## config.mk

```make
export PLATFORM = sky130hd
export DESIGN_NAME = seven_segment_clock_pixel_render
export DESIGN_NICKNAME = d
export VERILOG_FILES = /design/src/hdl/sscpr_pkg.sv /design/src/hdl/sscpr_cfg.sv /design/src/hdl/sscpr_shade.sv /design/src/hdl/seven_segment_clock_pixel_render.sv
export SDC_FILE = /design/constraint.sdc
export NUM_CORES = 1
export LEC_CHECK = 0
export BUFFER_PORTS_ARGS = -buffer_cell sky130_fd_sc_hd__buf_2
export CAP_MARGIN = 20
export CORE_UTILIZATION = 55
export DETAILED_ROUTE_END_ITERATION = 6
export GPL_TIMING_DRIVEN = 0
export MAX_ROUTING_LAYER = met4
export PLACE_DENSITY = 0.83
export SYNTH_ARGS = -nofsm -noshare
export SYNTH_HDL_FRONTEND = slang
export SYNTH_HIERARCHICAL = 1
export SYNTH_SLANG_ARGS = --single-unit
```

## constraint.sdc

```tcl
create_clock -name clk -period 6.7 [get_ports clk]
set_clock_uncertainty 0.05 [all_clocks]
set_input_delay 0.67 -clock clk [delete_from_list [all_inputs] [get_ports clk]]
set_output_delay 0.67 -clock clk [all_outputs]
set_load 0.02 [all_outputs]
```

## src/hdl/sscpr_pkg.sv

```systemverilog
// ----------------------------------------------------------------------------
// sscpr_pkg
// Shared types, screen geometry, colours and digit helpers of the clock face
// pixel renderer.
// ----------------------------------------------------------------------------
`default_nettype none

package sscpr_pkg;

	localparam int COORD_BITS = 10;
	localparam int EXT_BITS   = COORD_BITS + 1;
	localparam int VAL_BITS   = 7;
	localparam int COLOR_BITS = 16;

	localparam logic [COORD_BITS-1:0] WIDTH_RESET  = COORD_BITS'(320);
	localparam logic [COORD_BITS-1:0] HEIGHT_RESET = COORD_BITS'(240);

	localparam logic [COLOR_BITS-1:0] COL_BACK  = 16'h08A3;
	localparam logic [COLOR_BITS-1:0] COL_INSET = 16'h2945;
	localparam logic [COLOR_BITS-1:0] COL_SEG   = 16'hFFFF;
	localparam logic [COLOR_BITS-1:0] COL_COLON = 16'hF800;
	localparam logic [COLOR_BITS-1:0] COL_NONE  = 16'h0000;

	localparam int INSET_MARGIN = 10;
	localparam int DIGIT_Y      = 80;
	localparam int DIGIT_PITCH  = 28;
	localparam int NUM_PAIRS    = 3;
	localparam int NUM_SEGS     = 7;
	localparam int NUM_COLONS   = 2;
	localparam int COLON_Y0     = 110;
	localparam int COLON_Y1     = 128;
	localparam int COLON_SIZE   = 4;

	localparam int PAIR_X [NUM_PAIRS]   = '{40, 128, 216};
	localparam int COLON_X [NUM_COLONS] = '{112, 200};

	// segment order: top, up-left, up-right, middle, lo-left, lo-right, bottom
	localparam int SEG_DX [NUM_SEGS] = '{2, 0, 10, 2, 0, 10, 2};
	localparam int SEG_DY [NUM_SEGS] = '{0, 8, 8, 28, 36, 36, 56};
	localparam int SEG_W  [NUM_SEGS] = '{12, 6, 6, 12, 6, 6, 12};
	localparam int SEG_H  [NUM_SEGS] = '{6, 12, 12, 6, 12, 12, 6};

	// register indexes of the configuration port
	localparam logic REG_WIDTH  = 1'b0;
	localparam logic REG_HEIGHT = 1'b1;

	typedef struct packed {
		logic [COORD_BITS-1:0] width;
		logic [COORD_BITS-1:0] height;
	} cfg_t;

	typedef struct packed {
		logic [COORD_BITS-1:0] px;
		logic [COORD_BITS-1:0] py;
		logic [VAL_BITS-1:0]   hours;
		logic [VAL_BITS-1:0]   minutes;
		logic [VAL_BITS-1:0]   seconds;
	} item_t;

	// value / 10 by reciprocal, exact for every 7-bit value
	function automatic logic [3:0] div10(input logic [VAL_BITS-1:0] v);
		logic [14:0] prod;
		prod = 15'(v) * 15'd205;
		return prod[14:11];
	endfunction

	function automatic logic [3:0] tens_digit(input logic [VAL_BITS-1:0] v);
		logic [3:0] q;
		q = div10(v);
		if (q >= 4'd10) begin
			q = q - 4'd10;
		end
		return q;
	endfunction

	function automatic logic [3:0] units_digit(input logic [VAL_BITS-1:0] v);
		logic [VAL_BITS-1:0] r;
		r = v - ({3'b000, div10(v)} * 7'd10);
		return r[3:0];
	endfunction

	// bit i set: segment i lit
	function automatic logic [NUM_SEGS-1:0] seg_mask(input logic [3:0] d);
		logic [NUM_SEGS-1:0] m;
		case (d)
			4'd0: m = 7'h77;
			4'd1: m = 7'h24;
			4'd2: m = 7'h5D;
			4'd3: m = 7'h6D;
			4'd4: m = 7'h2E;
			4'd5: m = 7'h6B;
			4'd6: m = 7'h7B;
			4'd7: m = 7'h25;
			4'd8: m = 7'h7F;
			4'd9: m = 7'h6F;
			default: m = '0;
		endcase
		return m;
	endfunction

	function automatic logic in_rect(input logic [COORD_BITS-1:0] px,
			input logic [COORD_BITS-1:0] py, input int x, input int y,
			input int w, input int h);
		logic [EXT_BITS-1:0] ex;
		logic [EXT_BITS-1:0] ey;
		ex = {1'b0, px};
		ey = {1'b0, py};
		return (ex >= EXT_BITS'(x)) && (ex < EXT_BITS'(x + w)) &&
			(ey >= EXT_BITS'(y)) && (ey < EXT_BITS'(y + h));
	endfunction

	function automatic logic digit_hit(input logic [COORD_BITS-1:0] px,
			input logic [COORD_BITS-1:0] py, input int ox, input logic [3:0] d);
		logic [NUM_SEGS-1:0] m;
		logic hit;
		m = seg_mask(d);
		hit = 1'b0;
		for (int i = 0; i < NUM_SEGS; i++) begin
			if (m[i] && in_rect(px, py, ox + SEG_DX[i], DIGIT_Y + SEG_DY[i],
					SEG_W[i], SEG_H[i])) begin
				hit = 1'b1;
			end
		end
		return hit;
	endfunction

endpackage

`default_nettype wire

```

## src/hdl/sscpr_cfg.sv

```systemverilog
// ----------------------------------------------------------------------------
// sscpr_cfg
// Screen size registers written through the plain configuration port.
// ----------------------------------------------------------------------------
`default_nettype none

module sscpr_cfg (
	input  wire logic                             clk,
	input  wire logic                             arst_n,
	input  wire logic                             cfg_we,
	input  wire logic                             cfg_index,
	input  wire logic [sscpr_pkg::COORD_BITS-1:0] cfg_data,
	output sscpr_pkg::cfg_t                       cfg
);

	sscpr_pkg::cfg_t cfg_q;

	always_ff @(posedge clk or negedge arst_n) begin
		if (!arst_n) begin
			cfg_q.width  <= sscpr_pkg::WIDTH_RESET;
			cfg_q.height <= sscpr_pkg::HEIGHT_RESET;
		end else if (cfg_we) begin
			case (cfg_index)
				sscpr_pkg::REG_WIDTH:  cfg_q.width  <= cfg_data;
				sscpr_pkg::REG_HEIGHT: cfg_q.height <= cfg_data;
				default: ;
			endcase
		end
	end

	assign cfg = cfg_q;

endmodule

`default_nettype wire

```

## src/hdl/sscpr_shade.sv

```systemverilog
// ----------------------------------------------------------------------------
// sscpr_shade
// Layer logic for one pixel: background, inset, digits and colon dots.
// ----------------------------------------------------------------------------
`default_nettype none

module sscpr_shade (
	input  wire sscpr_pkg::cfg_t                  cfg,
	input  wire sscpr_pkg::item_t                 item,
	output logic [sscpr_pkg::COLOR_BITS-1:0]      color,
	output logic                                  in_bounds
);

	logic [sscpr_pkg::VAL_BITS-1:0] vals [sscpr_pkg::NUM_PAIRS];
	logic [sscpr_pkg::EXT_BITS-1:0] ex;
	logic [sscpr_pkg::EXT_BITS-1:0] ey;
	logic                           inset;
	logic [sscpr_pkg::NUM_PAIRS-1:0]  seg_hit;
	logic [sscpr_pkg::NUM_COLONS-1:0] dot_hit;

	assign vals[0] = item.hours;
	assign vals[1] = item.minutes;
	assign vals[2] = item.seconds;

	assign ex = {1'b0, item.px};
	assign ey = {1'b0, item.py};

	assign in_bounds = (item.px < cfg.width) && (item.py < cfg.height);

	// empty when the screen is 20 pixels or less in either direction
	assign inset = (ex >= sscpr_pkg::EXT_BITS'(sscpr_pkg::INSET_MARGIN)) &&
		(ex + sscpr_pkg::EXT_BITS'(sscpr_pkg::INSET_MARGIN) < {1'b0, cfg.width}) &&
		(ey >= sscpr_pkg::EXT_BITS'(sscpr_pkg::INSET_MARGIN)) &&
		(ey + sscpr_pkg::EXT_BITS'(sscpr_pkg::INSET_MARGIN) < {1'b0, cfg.height});

	always_comb begin
		for (int p = 0; p < sscpr_pkg::NUM_PAIRS; p++) begin
			seg_hit[p] = sscpr_pkg::digit_hit(item.px, item.py, sscpr_pkg::PAIR_X[p],
					sscpr_pkg::tens_digit(vals[p])) ||
				sscpr_pkg::digit_hit(item.px, item.py,
					sscpr_pkg::PAIR_X[p] + sscpr_pkg::DIGIT_PITCH,
					sscpr_pkg::units_digit(vals[p]));
		end
		for (int i = 0; i < sscpr_pkg::NUM_COLONS; i++) begin
			dot_hit[i] = sscpr_pkg::in_rect(item.px, item.py, sscpr_pkg::COLON_X[i],
					sscpr_pkg::COLON_Y0, sscpr_pkg::COLON_SIZE, sscpr_pkg::COLON_SIZE) ||
				sscpr_pkg::in_rect(item.px, item.py, sscpr_pkg::COLON_X[i],
					sscpr_pkg::COLON_Y1, sscpr_pkg::COLON_SIZE, sscpr_pkg::COLON_SIZE);
		end
	end

	always_comb begin
		if (!in_bounds) begin
			color = sscpr_pkg::COL_NONE;
		end else if (|dot_hit) begin
			color = sscpr_pkg::COL_COLON;
		end else if (|seg_hit) begin
			color = sscpr_pkg::COL_SEG;
		end else if (inset) begin
			color = sscpr_pkg::COL_INSET;
		end else begin
			color = sscpr_pkg::COL_BACK;
		end
	end

endmodule

`default_nettype wire

```

## src/hdl/seven_segment_clock_pixel_render.sv

```systemverilog
// ----------------------------------------------------------------------------
// seven_segment_clock_pixel_render
// Renders one RGB565 pixel of an HH:MM:SS seven-segment clock face per item.
// ----------------------------------------------------------------------------
// usage:
//   s_tdata carries one pixel request: coordinates plus the time to show.
//   m_tdata returns its color, m_tuser flags whether it lies on screen;
//   pixels off screen come back black with m_tuser low.
//   cfg_we / cfg_index / cfg_data set the screen width (index 0) and height
//   (index 1); write them only while no pixel is in flight.
// timing:
//   two register stages (input register, result register): a request is
//   captured in the input register, and its result is registered from
//   there into the result register that drives m_tdata. one pixel per
//   clock is sustained while m_tready stays high; the layer logic between
//   the stages is the only work.
//   arst_n clears both stages and sets the screen to 320 x 240.
// backpressure:
//   when m_tready is low the result holds; the input register still takes
//   one more request, after that s_tready drops until the result drains.
// ----------------------------------------------------------------------------
`default_nettype none

module seven_segment_clock_pixel_render (
	input  wire logic                             clk,
	input  wire logic                             arst_n,
	input  wire logic                             s_tvalid,
	output logic                                  s_tready,
	// pixel_x[9:0], pixel_y[19:10], hours[26:20], minutes[33:27],
	// seconds[40:34], zero fill [47:41]
	input  wire logic [47:0]                      s_tdata,
	output logic                                  m_tvalid,
	input  wire logic                             m_tready,
	// pixel_color[15:0]
	output logic [15:0]                           m_tdata,
	// in_bounds[0]
	output logic                                  m_tuser,
	input  wire logic                             cfg_we,
	input  wire logic                             cfg_index,
	input  wire logic [sscpr_pkg::COORD_BITS-1:0] cfg_data
);

	localparam int CB = sscpr_pkg::COORD_BITS;
	localparam int VB = sscpr_pkg::VAL_BITS;

	sscpr_pkg::cfg_t  cfg;
	sscpr_pkg::item_t item_s1;
	logic             valid_s1;
	logic             out_free;
	logic [sscpr_pkg::COLOR_BITS-1:0] color;
	logic             in_bounds;
	logic [sscpr_pkg::COLOR_BITS-1:0] color_s2;
	logic             inb_s2;
	logic             valid_s2;

	sscpr_cfg u_cfg (
		.clk       (clk),
		.arst_n    (arst_n),
		.cfg_we    (cfg_we),
		.cfg_index (cfg_index),
		.cfg_data  (cfg_data),
		.cfg       (cfg)
	);

	assign out_free = !valid_s2 || m_tready;
	assign s_tready = !valid_s1 || out_free;

	always_ff @(posedge clk or negedge arst_n) begin
		if (!arst_n) begin
			valid_s1 <= 1'b0;
		end else if (s_tready) begin
			valid_s1 <= s_tvalid;
		end
	end

	always_ff @(posedge clk) begin
		if (s_tready && s_tvalid) begin
			item_s1.px      <= s_tdata[CB-1:0];
			item_s1.py      <= s_tdata[2*CB-1:CB];
			item_s1.hours   <= s_tdata[2*CB+VB-1:2*CB];
			item_s1.minutes <= s_tdata[2*CB+2*VB-1:2*CB+VB];
			item_s1.seconds <= s_tdata[2*CB+3*VB-1:2*CB+2*VB];
		end
	end

	sscpr_shade u_shade (
		.cfg       (cfg),
		.item      (item_s1),
		.color     (color),
		.in_bounds (in_bounds)
	);

	always_ff @(posedge clk or negedge arst_n) begin
		if (!arst_n) begin
			valid_s2 <= 1'b0;
		end else if (out_free) begin
			valid_s2 <= valid_s1;
		end
	end

	always_ff @(posedge clk) begin
		if (out_free && valid_s1) begin
			color_s2 <= color;
			inb_s2   <= in_bounds;
		end
	end

	assign m_tvalid = valid_s2;
	assign m_tdata  = color_s2;
	assign m_tuser  = inb_s2;

`ifndef SYNTHESIS
	// off-screen pixels always come back black
	a_off_black: assert property (@(posedge clk) disable iff (!arst_n)
		m_tvalid && !m_tuser |-> m_tdata == sscpr_pkg::COL_NONE)
		else $error("off-screen pixel with nonzero color");

	// both stages full and output stalled: no new request may be taken
	a_full_stall: assert property (@(posedge clk) disable iff (!arst_n)
		valid_s1 && valid_s2 && !m_tready |-> !s_tready)
		else $error("request taken while pipeline full");

	// an item in the input register moves to the output when it is free
	a_advance: assert property (@(posedge clk) disable iff (!arst_n)
		valid_s1 && out_free |=> m_tvalid)
		else $error("item lost between stages");

	// an accepted request always lands in the input register
	a_capture: assert property (@(posedge clk) disable iff (!arst_n)
		s_tvalid && s_tready |=> valid_s1)
		else $error("accepted request not captured");
`endif

endmodule

`default_nettype wire
```

==> impl_metrics.tcl <==
set metrics [dict create \
    status "finished with violations" \
    violations "negative setup slack" \
    grt_use_met2_pct 48.60 \
    cts-htree-levels 3 \
    synth_most_common_cell "ha_1" \
    clkTransAtPathRegs_ps 70 \
    diodes 0 \
    grtUsageTotal_pct 27.49 \
    finalHoldViolations 0 \
    r2r_start "item_s1[9]$_DFFE_PP_" \
    cp_cell_sequence "ha_1, ha_1, or2_2, fa_1, ha_1, ha_4, nand4_4, a211oi_4, a211oi_4, xnor2_2, inv_2, ha_4, fa_2, xnor2_2, xnor3_2, xnor2_4, mux2i_1, o32ai_1, a221o_1, a2111oi_2, nand4_1, or4_4, o21a_1, buf_4" \
    drc 0 \
    post_drt_wl_per_cell_microns 17.47 \
    slew_violations 0 \
    drive_gt1_share_pct 21.79 \
    overflow 0 \
    synth_cells 967 \
    synthDominantCellAreaShare_pct 24.06 \
    synth_cell_types 92 \
    pwr-share-seq_pct 16.9 \
    numPortBuffers 75 \
    crit_family "adder cells" \
    start_kind "flip-flop" \
    synth_edf_count 58 \
    path_class "flip-flop to flip-flop" \
    slowest_stage "or4_4" \
    die_x_microns 132.5 \
    grt_pass1_wl_mm 37.52 \
    timing.setup.tns_ps -159.8 \
    synth_top_area_cell "ha_1" \
    place_hpwl_mm 16.98 \
    via_per_inst 5.966 \
    setup_viol 2 \
    drtIter0Drc 712 \
    drt_pass1_iterations 5 \
    cp.arrival_ps 6850 \
    nets 1358 \
    cts_max_path_buffers 2 \
    required_ps 6770 \
    ir_worst_vdd_v 0.0002515 \
    maxCapViolations 0 \
    start_util_pct 56.45 \
    synth.avg_cell_area_sq_um 9.681 \
    ff_latch_area_sq_mm 0.002300 \
    cellLeakagePower_uw 0.005056 \
    core_area_sq_mm 0.01658 \
    met3_usage_pct 3.908 \
    vias 7827 \
    slowest_delay_ps 530 \
    p_sw_uw 1805 \
    cts_buffers 9 \
    worst_slew_pin_slew_ps 820.6 \
    io_pins 83 \
    p_int_uw 2275 \
    r2r_cells 24 \
    grt_busiest_layer "met2" \
    clockRootBuffer "clkbuf_16" \
    yosysSeqAreaShare_pct 24.57 \
    end_kind "flip-flop" \
    crit_top_cell "ha_1" \
    grt_pass1_vias 8004 \
    multi_input_area_sq_mm 0.006709 \
    crit_buf_inv 2 \
    dieArea_sq_mm 0.01755 \
    fmax_mhz 147.5 \
    rsz0062_at_grt "yes" \
    p_clk_share_pct 13.7 \
    drtAntennaViolNets 0 \
    grt_use_met1_pct 30.62 \
    synth_nets 1238 \
    synth_seq_cells 80 \
    startpoint "item_s1[9]$_DFFE_PP_" \
    insertion_delay_ps 350 \
    grt_max_degree 42 \
    worstPathMaxFanout 6 \
    p_total_uw 4080 \
    final_core_util_pct 65.87 \
    place.gp.congestion 0.9612 \
    synth_area_leaders "ha_1, edfxtp_1, fa_1" \
    fillers 1285 \
    fin_crit_sh_pct 101.2 \
    pwr_density_cell_mw_per_mm2 373.5 \
    cts_sinks 80 \
    switching_share_pct 44.24 \
    ys_dominant_reg_cell "edfxtp_1" \
    crit_path_end "m_tdata[14]$_DFFE_PP_" \
    timing.rr.end "m_tdata[14]$_DFFE_PP_" \
    area_growth_pct 16.69 \
    pwr-share-comb_pct 69.4 \
    relSlewSlack_pct 45.09 \
    post-place-ws_ps -911.4 \
    hp-class "input pin to asynchronous set/reset pin" \
    synthArstFlopShare_pct 27.50 \
    synthTopCellsByCount "ha_1, inv_1, edfxtp_1" \
    drt_wl_total_mm 22.92 \
    setup_ws_ps -81.85 \
    r2r_slack_ps -80 \
    ys_warn_count 6 \
    cp.depth 24 \
    netlist_area_sq_mm 0.009361 \
    cts_tree "done" \
    period_needed_ps 6782 \
    rows 47 \
    whs_ps 225.2 \
    antenna_found_initial 0 \
    hold_buffers 0 \
    die_height_microns 132.5 \
]
## layout by cell type, fill, tap and decap left out, types with 18 or more instances in the layout
cell,Yosys,layout
a21oi_1,32,30
buf_2,1,76
buf_4,10,37
clkbuf_1,22,21
edfxtp_1,58,58
fa_1,27,25
ha_1,180,168
inv_1,125,118
mux2_2,23,23
nand2_1,52,52
nand3_1,26,26
nor2_1,40,39
o21a_1,20,20
o21ai_0,36,36
xnor2_1,23,18
## final cells by class
class / instances / area share, %
plain buffers: 33 / 1.798
clock buffers: 9 / 2.062
clock inverters: 7 / 0.9850
inverters: 125 / 4.295
multi-input cells: 728 / 61.41
flip-flops and latches: 80 / 21.05
well taps: 220 / 2.520
repair buffers: 110 / 5.876
## per-layer routing
metal | wire length (microns) | vias to the layer above
li1 | - | 3758
met1 | 9391 | 3717
met2 | 11760 | 280
met3 | 968 | 72
met4 | 801 | 0
met5 | 0 | -
## worst min-delay path by stage
stage	from	endpoint	slack [ps]	cells after the start
3_5_place_dp	u_cfg/cfg[2]$_DFFE_PN0P_	u_cfg/cfg[2]$_DFFE_PN0P_	440	1
2_1_floorplan	arst_n	m_tvalid$_DFFE_PN0P_	320	0
6_report	arst_n	u_cfg/cfg[8]$_DFFE_PN0P_	230	1
3_3_place_gp	u_cfg/cfg[2]$_DFFE_PN0P_	u_cfg/cfg[2]$_DFFE_PN0P_	440	1
4_1_cts	arst_n	u_cfg/cfg[8]$_DFFE_PN0P_	240	1
5_1_grt	arst_n	m_tvalid$_DFFE_PN0P_	250	1
## timing repair
| item | 4_1_cts | 5_1_grt |
|---|---|---|
| endpoints found under the hold margin | 0 | 0 |
| resized for setup | 34 | 18 |
| setup buffers | 26 | 9 |
| endpoints found under the setup margin | 14 | 14 |
| gates cloned | 0 | 0 |
| pin swaps | 30 | 20 |
## logic make-up after synthesis
family	after synthesis	share of synthesized area, %
buffers and inverters	159	6.870
flip-flops	80	24.57
AND/OR/NAND/NOR	243	14.29
adder cells (fa/ha/maj)	207	29.83
AO/OA/AOI/OAI	207	16.21
multiplexers	30	3.515
XOR/XNOR	41	4.718
## power by group through the flow
stage | Clock [uW] | Sequential, uW | Combinational, uW
2_1_floorplan | 0 | 742 | 1690
3_3_place_gp | 0 | 694 | 2150
3_5_place_dp | 0 | 699 | 2240
4_1_cts | 567 | 689 | 2620
5_1_grt | 585 | 696 | 3100
6_report | 559 | 688 | 2830
## sequential cells by signal, summed over array words and instances (netlist names)
register and cells:
item_s1 41, u_cfg/cfg 20, m_tdata 16, m_tuser 1
m_tvalid 1, valid_s1 1
## metrics by stage
stage               cell area, sq um  instances
floorplan                       9361        967
global placement               10010       1262
detailed placement             10010       1262
CTS                            10760       1304
global route                   10920       1312
finish                         10920       1312
(Power assumes the default switching activity.)
